**config.mk**
```make
export PLATFORM = sky130hd
export DESIGN_NAME = min_queue
export DESIGN_NICKNAME = d
export VERILOG_FILES = /design/src/rtl/core/mq_pkg.sv /design/src/rtl/core/min_queue.sv /design/src/rtl/core/mq_cell.sv /design/src/rtl/core/mq_out_buf.sv
export SDC_FILE = /design/constraint.sdc
export NUM_CORES = 2
export LEC_CHECK = 0
export BUFFER_PORTS_ARGS = -buffer_cell sky130_fd_sc_hd__buf_4
export CAP_MARGIN = 20
export CORE_ASPECT_RATIO = 1.75
export CORE_MARGIN = 3
export CORE_UTILIZATION = 55
export CTS_CLUSTER_SIZE = 25
export DETAILED_ROUTE_END_ITERATION = 7
export GPL_TIMING_DRIVEN = 1
export PLACE_DENSITY = 0.81
export REMOVE_ABC_BUFFERS = 1
export SYNTH_ARGS = -nofsm -noshare
export SYNTH_HDL_FRONTEND = slang
export SYNTH_SLANG_ARGS = --single-unit
```
**constraint.sdc**
```tcl
create_clock -name i_clk -period 10.8 [get_ports i_clk]
set_input_delay 2.16 -clock i_clk [delete_from_list [all_inputs] [get_ports i_clk]]
set_output_delay 2.16 -clock i_clk [all_outputs]
set_load 0.05 [all_outputs]
```
**src/rtl/core/mq_pkg.sv**
```systemverilog
package mq_pkg;

    // Field widths of the stream payloads.
    localparam int unsigned FieldWidth = 32;
    localparam int unsigned OccWidth   = 5;

    typedef enum logic [1:0] {
        OP_QUERY = 2'd0,
        OP_PUSH  = 2'd1,
        OP_POP   = 2'd2,
        OP_CLEAR = 2'd3
    } t_mq_op;

    // Per-cycle command broadcast to every cell, already qualified by the
    // input transfer and the error checks.
    typedef struct packed {
        logic push;
        logic pop;
        logic clear;
    } t_mq_ctrl;

    typedef struct packed {
        logic                  err;
        logic [OccWidth-1:0]   occupancy;
        logic [FieldWidth-1:0] min_val;
        logic [FieldWidth-1:0] data;
    } t_mq_result;

endpackage

```
**src/rtl/core/min_queue.sv**
```systemverilog
// Minimum-tracking FIFO queue.
// Slave channel: tuser carries the operation (query, push, pop, clear) and
// tdata the value to push. Master channel: one result per input transfer,
// tdata carrying the oldest or popped value, the minimum of the held values
// and the occupancy; tuser carries the error flag (push when full, pop when
// empty).
// The queue is a row of DEPTH cells, the oldest entry in cell 0. Each cell
// holds a value and the minimum of itself and all newer entries; a pop shifts
// the whole row one cell toward the head, a push lands in the first empty
// cell and lowers the stored minimum of every occupied cell in parallel.
// Throughput is one item per cycle while o_s_tready is high.
// Each result is registered in the output buffer before it shows on o_m_tvalid.
// Results go through a two-entry output buffer; input transfers continue
// while one result waits, and o_s_tready falls only when both entries are
// full because the receiver stalls.
// Reset empties the queue and the output buffer; cell contents are not
// cleared, only their occupied flags.
module min_queue
    import mq_pkg::*;
#(
    parameter int unsigned DEPTH       = 16,
    parameter int unsigned VALUE_WIDTH = 32
) (
    input  logic        i_clk,
    input  logic        i_rst_n,
    input  logic        i_s_tvalid,
    output logic        o_s_tready,
    input  logic [31:0] i_s_tdata,   // [31:0] push_value
    input  logic [1:0]  i_s_tuser,   // [1:0] opcode
    output logic        o_m_tvalid,
    input  logic        i_m_tready,
    output logic [71:0] o_m_tdata,   // [31:0] data_out, [63:32] min_out, [68:64] occupancy
    output logic [0:0]  o_m_tuser    // [0] error_flag
);

    localparam int unsigned CntWidth = $clog2(DEPTH + 1);

    logic                          w_accept;
    t_mq_op                        w_op;
    t_mq_ctrl                      w_ctrl;
    logic signed [VALUE_WIDTH-1:0] w_push_value;
    logic                          w_full;
    logic                          w_empty;
    logic                          w_err;
    logic                          w_out_ready;
    t_mq_result                    w_result;
    t_mq_result                    w_out_result;
    logic [CntWidth-1:0]           r_count;
    logic [CntWidth-1:0]           n_count;

    logic                          w_valid     [DEPTH];
    logic signed [VALUE_WIDTH-1:0] w_value     [DEPTH];
    logic signed [VALUE_WIDTH-1:0] w_min       [DEPTH];
    logic                          w_nxt_valid [DEPTH];
    logic signed [VALUE_WIDTH-1:0] w_nxt_value [DEPTH];
    logic signed [VALUE_WIDTH-1:0] w_nxt_min   [DEPTH];

    assign o_s_tready   = w_out_ready;
    assign w_accept     = i_s_tvalid && w_out_ready;
    assign w_op         = t_mq_op'(i_s_tuser);
    assign w_push_value = VALUE_WIDTH'(signed'(i_s_tdata));
    assign w_full       = w_valid[DEPTH-1];
    assign w_empty      = !w_valid[0];

    always_comb begin
        w_ctrl = '0;
        w_err  = 1'b0;
        case (w_op)
            OP_QUERY: begin
                w_err = 1'b0;
            end
            OP_PUSH: begin
                w_err       = w_full;
                w_ctrl.push = w_accept && !w_full;
            end
            OP_POP: begin
                w_err      = w_empty;
                w_ctrl.pop = w_accept && !w_empty;
            end
            OP_CLEAR: begin
                w_ctrl.clear = w_accept;
            end
            default: begin
                w_err = 1'b0;
            end
        endcase
    end

    always_comb begin
        n_count = r_count;
        if (w_ctrl.clear) begin
            n_count = '0;
        end else if (w_ctrl.push) begin
            n_count = r_count + CntWidth'(1);
        end else if (w_ctrl.pop) begin
            n_count = r_count - CntWidth'(1);
        end
    end

    always_ff @(posedge i_clk) begin
        if (!i_rst_n) begin
            r_count <= '0;
        end else begin
            r_count <= n_count;
        end
    end

    for (genvar g = 0; g < DEPTH; g++) begin : g_cell
        logic                          w_prev_valid;
        logic                          w_next_valid;
        logic signed [VALUE_WIDTH-1:0] w_next_value;
        logic signed [VALUE_WIDTH-1:0] w_next_min;

        if (g == 0) begin : g_head
            assign w_prev_valid = 1'b1;
        end else begin : g_body
            assign w_prev_valid = w_valid[g-1];
        end

        if (g == DEPTH - 1) begin : g_last
            assign w_next_valid = 1'b0;
            assign w_next_value = '0;
            assign w_next_min   = '0;
        end else begin : g_inner
            assign w_next_valid = w_valid[g+1];
            assign w_next_value = w_value[g+1];
            assign w_next_min   = w_min[g+1];
        end

        mq_cell #(
            .VALUE_WIDTH(VALUE_WIDTH)
        ) u_cell (
            .i_clk        (i_clk),
            .i_rst_n      (i_rst_n),
            .i_ctrl       (w_ctrl),
            .i_push_value (w_push_value),
            .i_prev_valid (w_prev_valid),
            .i_next_valid (w_next_valid),
            .i_next_value (w_next_value),
            .i_next_min   (w_next_min),
            .o_valid      (w_valid[g]),
            .o_value      (w_value[g]),
            .o_min        (w_min[g]),
            .o_nxt_valid  (w_nxt_valid[g]),
            .o_nxt_value  (w_nxt_value[g]),
            .o_nxt_min    (w_nxt_min[g])
        );
    end

    // The result reflects the head cell after this operation, except that a
    // pop reports the value leaving the head.
    always_comb begin
        w_result           = '0;
        w_result.err       = w_err && (w_op != OP_CLEAR);
        w_result.occupancy = OccWidth'(n_count);
        if (w_ctrl.pop) begin
            w_result.data = FieldWidth'(w_value[0]);
        end else if (w_nxt_valid[0]) begin
            w_result.data = FieldWidth'(w_nxt_value[0]);
        end
        if (w_nxt_valid[0]) begin
            w_result.min_val = FieldWidth'(w_nxt_min[0]);
        end
    end

    mq_out_buf u_out_buf (
        .i_clk    (i_clk),
        .i_rst_n  (i_rst_n),
        .i_valid  (i_s_tvalid),
        .i_result (w_result),
        .o_ready  (w_out_ready),
        .o_valid  (o_m_tvalid),
        .o_result (w_out_result),
        .i_ready  (i_m_tready)
    );

    assign o_m_tdata = {3'b000, w_out_result.occupancy, w_out_result.min_val,
                        w_out_result.data};
    assign o_m_tuser = w_out_result.err;

endmodule

```
**src/rtl/core/mq_cell.sv**
```systemverilog
module mq_cell
    import mq_pkg::*;
#(
    parameter int unsigned VALUE_WIDTH = 32
) (
    input  logic                          i_clk,
    input  logic                          i_rst_n,
    input  t_mq_ctrl                      i_ctrl,
    input  logic signed [VALUE_WIDTH-1:0] i_push_value,
    input  logic                          i_prev_valid,
    input  logic                          i_next_valid,
    input  logic signed [VALUE_WIDTH-1:0] i_next_value,
    input  logic signed [VALUE_WIDTH-1:0] i_next_min,
    output logic                          o_valid,
    output logic signed [VALUE_WIDTH-1:0] o_value,
    output logic signed [VALUE_WIDTH-1:0] o_min,
    output logic                          o_nxt_valid,
    output logic signed [VALUE_WIDTH-1:0] o_nxt_value,
    output logic signed [VALUE_WIDTH-1:0] o_nxt_min
);

    logic                          r_valid;
    logic signed [VALUE_WIDTH-1:0] r_value;
    logic signed [VALUE_WIDTH-1:0] r_min;
    logic                          n_valid;
    logic signed [VALUE_WIDTH-1:0] n_value;
    logic signed [VALUE_WIDTH-1:0] n_min;
    logic                          w_tail;

    // The first empty cell (cell 0, or one behind an occupied cell) receives a pushed value.
    assign w_tail = i_prev_valid && !r_valid;

    always_comb begin
        n_valid = r_valid;
        n_value = r_value;
        n_min   = r_min;
        if (i_ctrl.clear) begin
            n_valid = 1'b0;
        end else if (i_ctrl.pop) begin
            // Everything moves one cell toward the head; the neighbor's
            // suffix minimum is already correct for its new place.
            n_valid = i_next_valid;
            n_value = i_next_value;
            n_min   = i_next_min;
        end else if (i_ctrl.push) begin
            if (w_tail) begin
                n_valid = 1'b1;
                n_value = i_push_value;
                n_min   = i_push_value;
            end else if (r_valid && (i_push_value < r_min)) begin
                n_min = i_push_value;
            end
        end
    end

    always_ff @(posedge i_clk) begin
        if (!i_rst_n) begin
            r_valid <= 1'b0;
        end else begin
            r_valid <= n_valid;
        end
        r_value <= n_value;
        r_min   <= n_min;
    end

    assign o_valid     = r_valid;
    assign o_value     = r_value;
    assign o_min       = r_min;
    assign o_nxt_valid = n_valid;
    assign o_nxt_value = n_value;
    assign o_nxt_min   = n_min;

endmodule

```
**src/rtl/core/mq_out_buf.sv**
```systemverilog
module mq_out_buf
    import mq_pkg::*;
(
    input  logic       i_clk,
    input  logic       i_rst_n,
    input  logic       i_valid,
    input  t_mq_result i_result,
    output logic       o_ready,
    output logic       o_valid,
    output t_mq_result o_result,
    input  logic       i_ready
);

    logic       r_out_valid;
    logic       r_skid_valid;
    t_mq_result r_out;
    t_mq_result r_skid;
    logic       w_take;
    logic       w_load;

    assign o_ready = !r_skid_valid;
    assign w_take  = r_out_valid && i_ready;
    assign w_load  = i_valid && !r_skid_valid;

    always_ff @(posedge i_clk) begin
        if (!i_rst_n) begin
            r_out_valid  <= 1'b0;
            r_skid_valid <= 1'b0;
        end else if (w_load) begin
            if (!r_out_valid || w_take) begin
                r_out_valid <= 1'b1;
            end else begin
                r_skid_valid <= 1'b1;
            end
        end else if (w_take) begin
            // The skid entry, if any, moves up behind the transfer.
            r_out_valid  <= r_skid_valid;
            r_skid_valid <= 1'b0;
        end
    end

    always_ff @(posedge i_clk) begin
        if (w_load) begin
            if (!r_out_valid || w_take) begin
                r_out <= i_result;
            end else begin
                r_skid <= i_result;
            end
        end else if (w_take && r_skid_valid) begin
            r_out <= r_skid;
        end
    end

    assign o_valid  = r_out_valid;
    assign o_result = r_out;

endmodule

```
==> impl_metrics.tcl <==
set metrics [dict create \
    layout-drive-gt1-share_pct 8.03 \
    synth_seq_cells 1187 \
    cts_hold_buf 0 \
    timing.slew.headroom_pct 25.3 \
    synth_compound_area_share_pct 12.2 \
    arrival_ps 6660 \
    final_cell_mix "1,100 x sky130_fd_sc_hd__edfxtp_1, 1,070 x sky130_fd_sc_hd__nand2_1, 549 x sky130_fd_sc_hd__inv_1, 512 x sky130_fd_sc_hd__o21ai_0, 470 x sky130_fd_sc_hd__ha_1" \
    grt_pass1_wl_um 204000 \
    largest_net_degree_at_the_start_of_global_routing 190 \
    clkTransAtPathRegs_ps 70 \
    netlist_instances 5074 \
    routed-wl-met3_um 6610 \
    worst_pin_slew_ps 1120 \
    chip_width_um 250 \
    vias_per_cell 5.90 \
    highest_layer "met5" \
    r2r_setup_slack_ps 5860 \
    holdPathStages 2 \
    holdWs_ps 499 \
    pin_count 113 \
    cts_sinks 1187 \
    dieHeight_um 433 \
    place.port_buffers 109 \
    synthesis.area_um2 57300 \
    cts_made_buffers 98 \
    timing.clock.skew_ps 31.8 \
    reg_to_reg_startpoint "u_out_buf.r_skid_valid" \
    clockBufferDepth 3 \
    yosysSeqAreaShare_pct 60.7 \
    max-cap-violations 0 \
    setup.worst_path.end_class "flip-flop" \
    hold_path_start "g_cell[8].u_cell.o_value[19]" \
    finalSetupViolations 0 \
    setup_total_negative_slack_ps 0 \
    filler_cell_count 7630 \
    max_vdd_drop_v 0.000165 \
    drt-total-wl_um 130000 \
    final.min_clock_period_ps 6130 \
    worstSetupStartpointType "primary input" \
    count_of_flip_flops_with_a_built_in_enable_after_synthesis 1100 \
    yosys_warnings 0 \
    die_area_um2 108000 \
    cp_max_fo 112 \
    cp.required_ps 11330 \
    maxSlewViolCount 0 \
    grt_use_total_pct 23.6 \
    worst_r2r_path_depth 8 \
    worst-setup-path-type "in2reg" \
    placeableCoreArea_um2 103000 \
    multi_input_comb_area_um2 19600 \
    setup_repair_after_global_routing_missed_its_margin "no" \
    drt_iter0_markers 2783 \
    ff_latch_area_um2 34800 \
    h-tree-depth 3 \
    cts_setup_buffers 0 \
    yosys.area_share.simple_pct 10.3 \
    combinational_family_with_the_most_area_after_synthesis "compound AO/OA/AOI/OAI gates" \
    antenna_cells 0 \
    min_period_over_period_pct 56.7 \
    wirelength_met1_um 44500 \
    cts_root_buf "sky130_fd_sc_hd__clkbuf_16" \
    route.vias.total 38396 \
    antenna_violations_before_repair 2 \
    grt_overflow_total 0 \
    fp-row-count 156 \
    first_global_vias 40005 \
    detail_route.drc_violations 0 \
    hold_path_class "reg2reg" \
    synthXorXnorAreaFrac_pct 0.0612 \
    upper_clock_frequency_limit_ghz 0.163 \
    postSynth.asyncResetShare_pct 0 \
    p_leak_nw 25.8 \
    synthesis.area_per_instance_um2 11.3 \
    status "finished, final reports clean" \
    synth.area.mux_share_pct 0.858 \
    worstSkewPairLatency_ps 710 \
    wl_met2_um 69800 \
    dpl.hpwl_um 88100 \
    synth.lib_cells_used.distinct 67 \
    most_common_cell_after_layout_fill_and_taps_aside "sky130_fd_sc_hd__edfxtp_1" \
    wl_per_cell_um 19.9 \
    synth-adder-area-share_pct 10.3 \
    design_power_total_mw 9.77 \
    area_growth_from_synthesis_to_layout_pct 9.93 \
    final-hold-violation-count 0 \
    p_per_area_nw_per_um2 155 \
    place_congestion 0.872 \
    iteration_count_of_the_initial_detailed_routing_pass 6 \
    layout.nets 5591 \
    cts.repair.resized 0 \
    tritoncts "yes" \
    critical_path.reg2reg.endpoint "g_cell[5].u_cell.o_min[0]" \
    worstHoldEndpoint "g_cell[7].u_cell.o_value[19]" \
    post-route-util_pct 61.0 \
    ant_nets 0 \
    dpl.cell_count 6311 \
    finalNonFillerCells 6510 \
    synth-main-ff-cell "sky130_fd_sc_hd__edfxtp_1" \
    initial_core_util_pct 55.5 \
]
[stage by stage]
step | instance area, um^2 | setup WS (ps)
after detailed placement | 59400 | 3970
after global routing | 63000 | 4370
final | 63000 | 4670
after global placement | 59400 | 4130
after floorplan | 56100 | -8180
after CTS | 62600 | 4690
[final cells by class]
cell class                      count  share of cell area (%)
Tap cell                         1343                    2.67
Timing Repair Buffer              180                    2.50
Multi-Input combinational cell   3067                    31.2
Clock inverter                     75                    1.17
Inverter                          549                    3.27
Clock buffer                      109                    3.99
Sequential cell                  1187                    55.2
[worst max-delay path: stages]
cell,delay [ps]
sky130_fd_sc_hd__buf_4,100
sky130_fd_sc_hd__nor2b_4,120
sky130_fd_sc_hd__buf_4,510
sky130_fd_sc_hd__and3_4,920
sky130_fd_sc_hd__buf_4,590
sky130_fd_sc_hd__buf_4,840
sky130_fd_sc_hd__buf_4,960
sky130_fd_sc_hd__nand2_1,170
sky130_fd_sc_hd__nand2_1,130
[cell families (layout without fill, tap and decap cells)]
family                   count (synthesis)  in the layout
AND/OR/NAND/NOR                       1409           1409
flip-flops                            1187           1187
AO/OA/AOI/OAI                         1136           1136
buffers and inverters                  822            913
adder cells (fa/ha/maj)                470            470
multiplexers                            45             45
XOR/XNOR                                 4              4
other                                    1              3
[flip-flops by register name, summed over array words and instances, names as in the netlist]
register / count
r_count: 5
u_out_buf.o_valid: 1
g_cell.u_cell.o_value: 512
u_out_buf.r_skid_valid: 1
g_cell.u_cell.o_valid: 16
u_out_buf.o_result: 70
g_cell.u_cell.o_min: 512
u_out_buf.r_skid: 70
[power by group]
group / total, mW / internal (mW) / switching, mW
clock network: 3.65 / 1.97 / 1.68
registers: 5.22 / 5.16 / 0.0660
logic: 0.900 / 0.309 / 0.591
total: 9.77 / 7.43 / 2.34
[cells in the mapped netlist (all sizes together), types with 26 or more instances]
cell,count,area [um^2]
a22o,63,552
mux2,33,372
dfxtp,87,1740
a211oi,41,308
o22ai,34,213
nand2,1070,4020
clkbuf,194,728
buf,79,430
a21oi,177,901
ha,470,5880
nand4,79,494
nor3,41,205
inv,549,2060
a221o,37,370
nand2b,27,169
edfxtp,1100,33000
o21ai,520,2600
a21o,163,1220
nor2,94,353
a22oi,27,203
nor2b,26,163
[layer usage]
layer  GRT usage, %  vias up
li1               -    17969
met1           24.1    18714
met2           44.5     1309
met3           3.40      402
met4           15.5        2
met5              0        -
[how the worst max path moves through the flow]
stage | start | endpoint | slack [ps] | depth (start not counted)
after floorplan | i_s_tvalid | g_cell[9].u_cell.o_min[0] | -8180 | 6
after global placement | i_s_tvalid | g_cell[14].u_cell.o_value[0] | 4130 | 9
after detailed placement | i_s_tvalid | g_cell[7].u_cell.o_value[9] | 3970 | 9
after CTS | i_s_tvalid | g_cell[6].u_cell.o_value[9] | 4690 | 9
after global routing | i_s_tvalid | g_cell[12].u_cell.o_min[0] | 4370 | 9
final | i_s_tvalid | g_cell[5].u_cell.o_min[0] | 4670 | 9
Power figures use the tool's default switching activity.
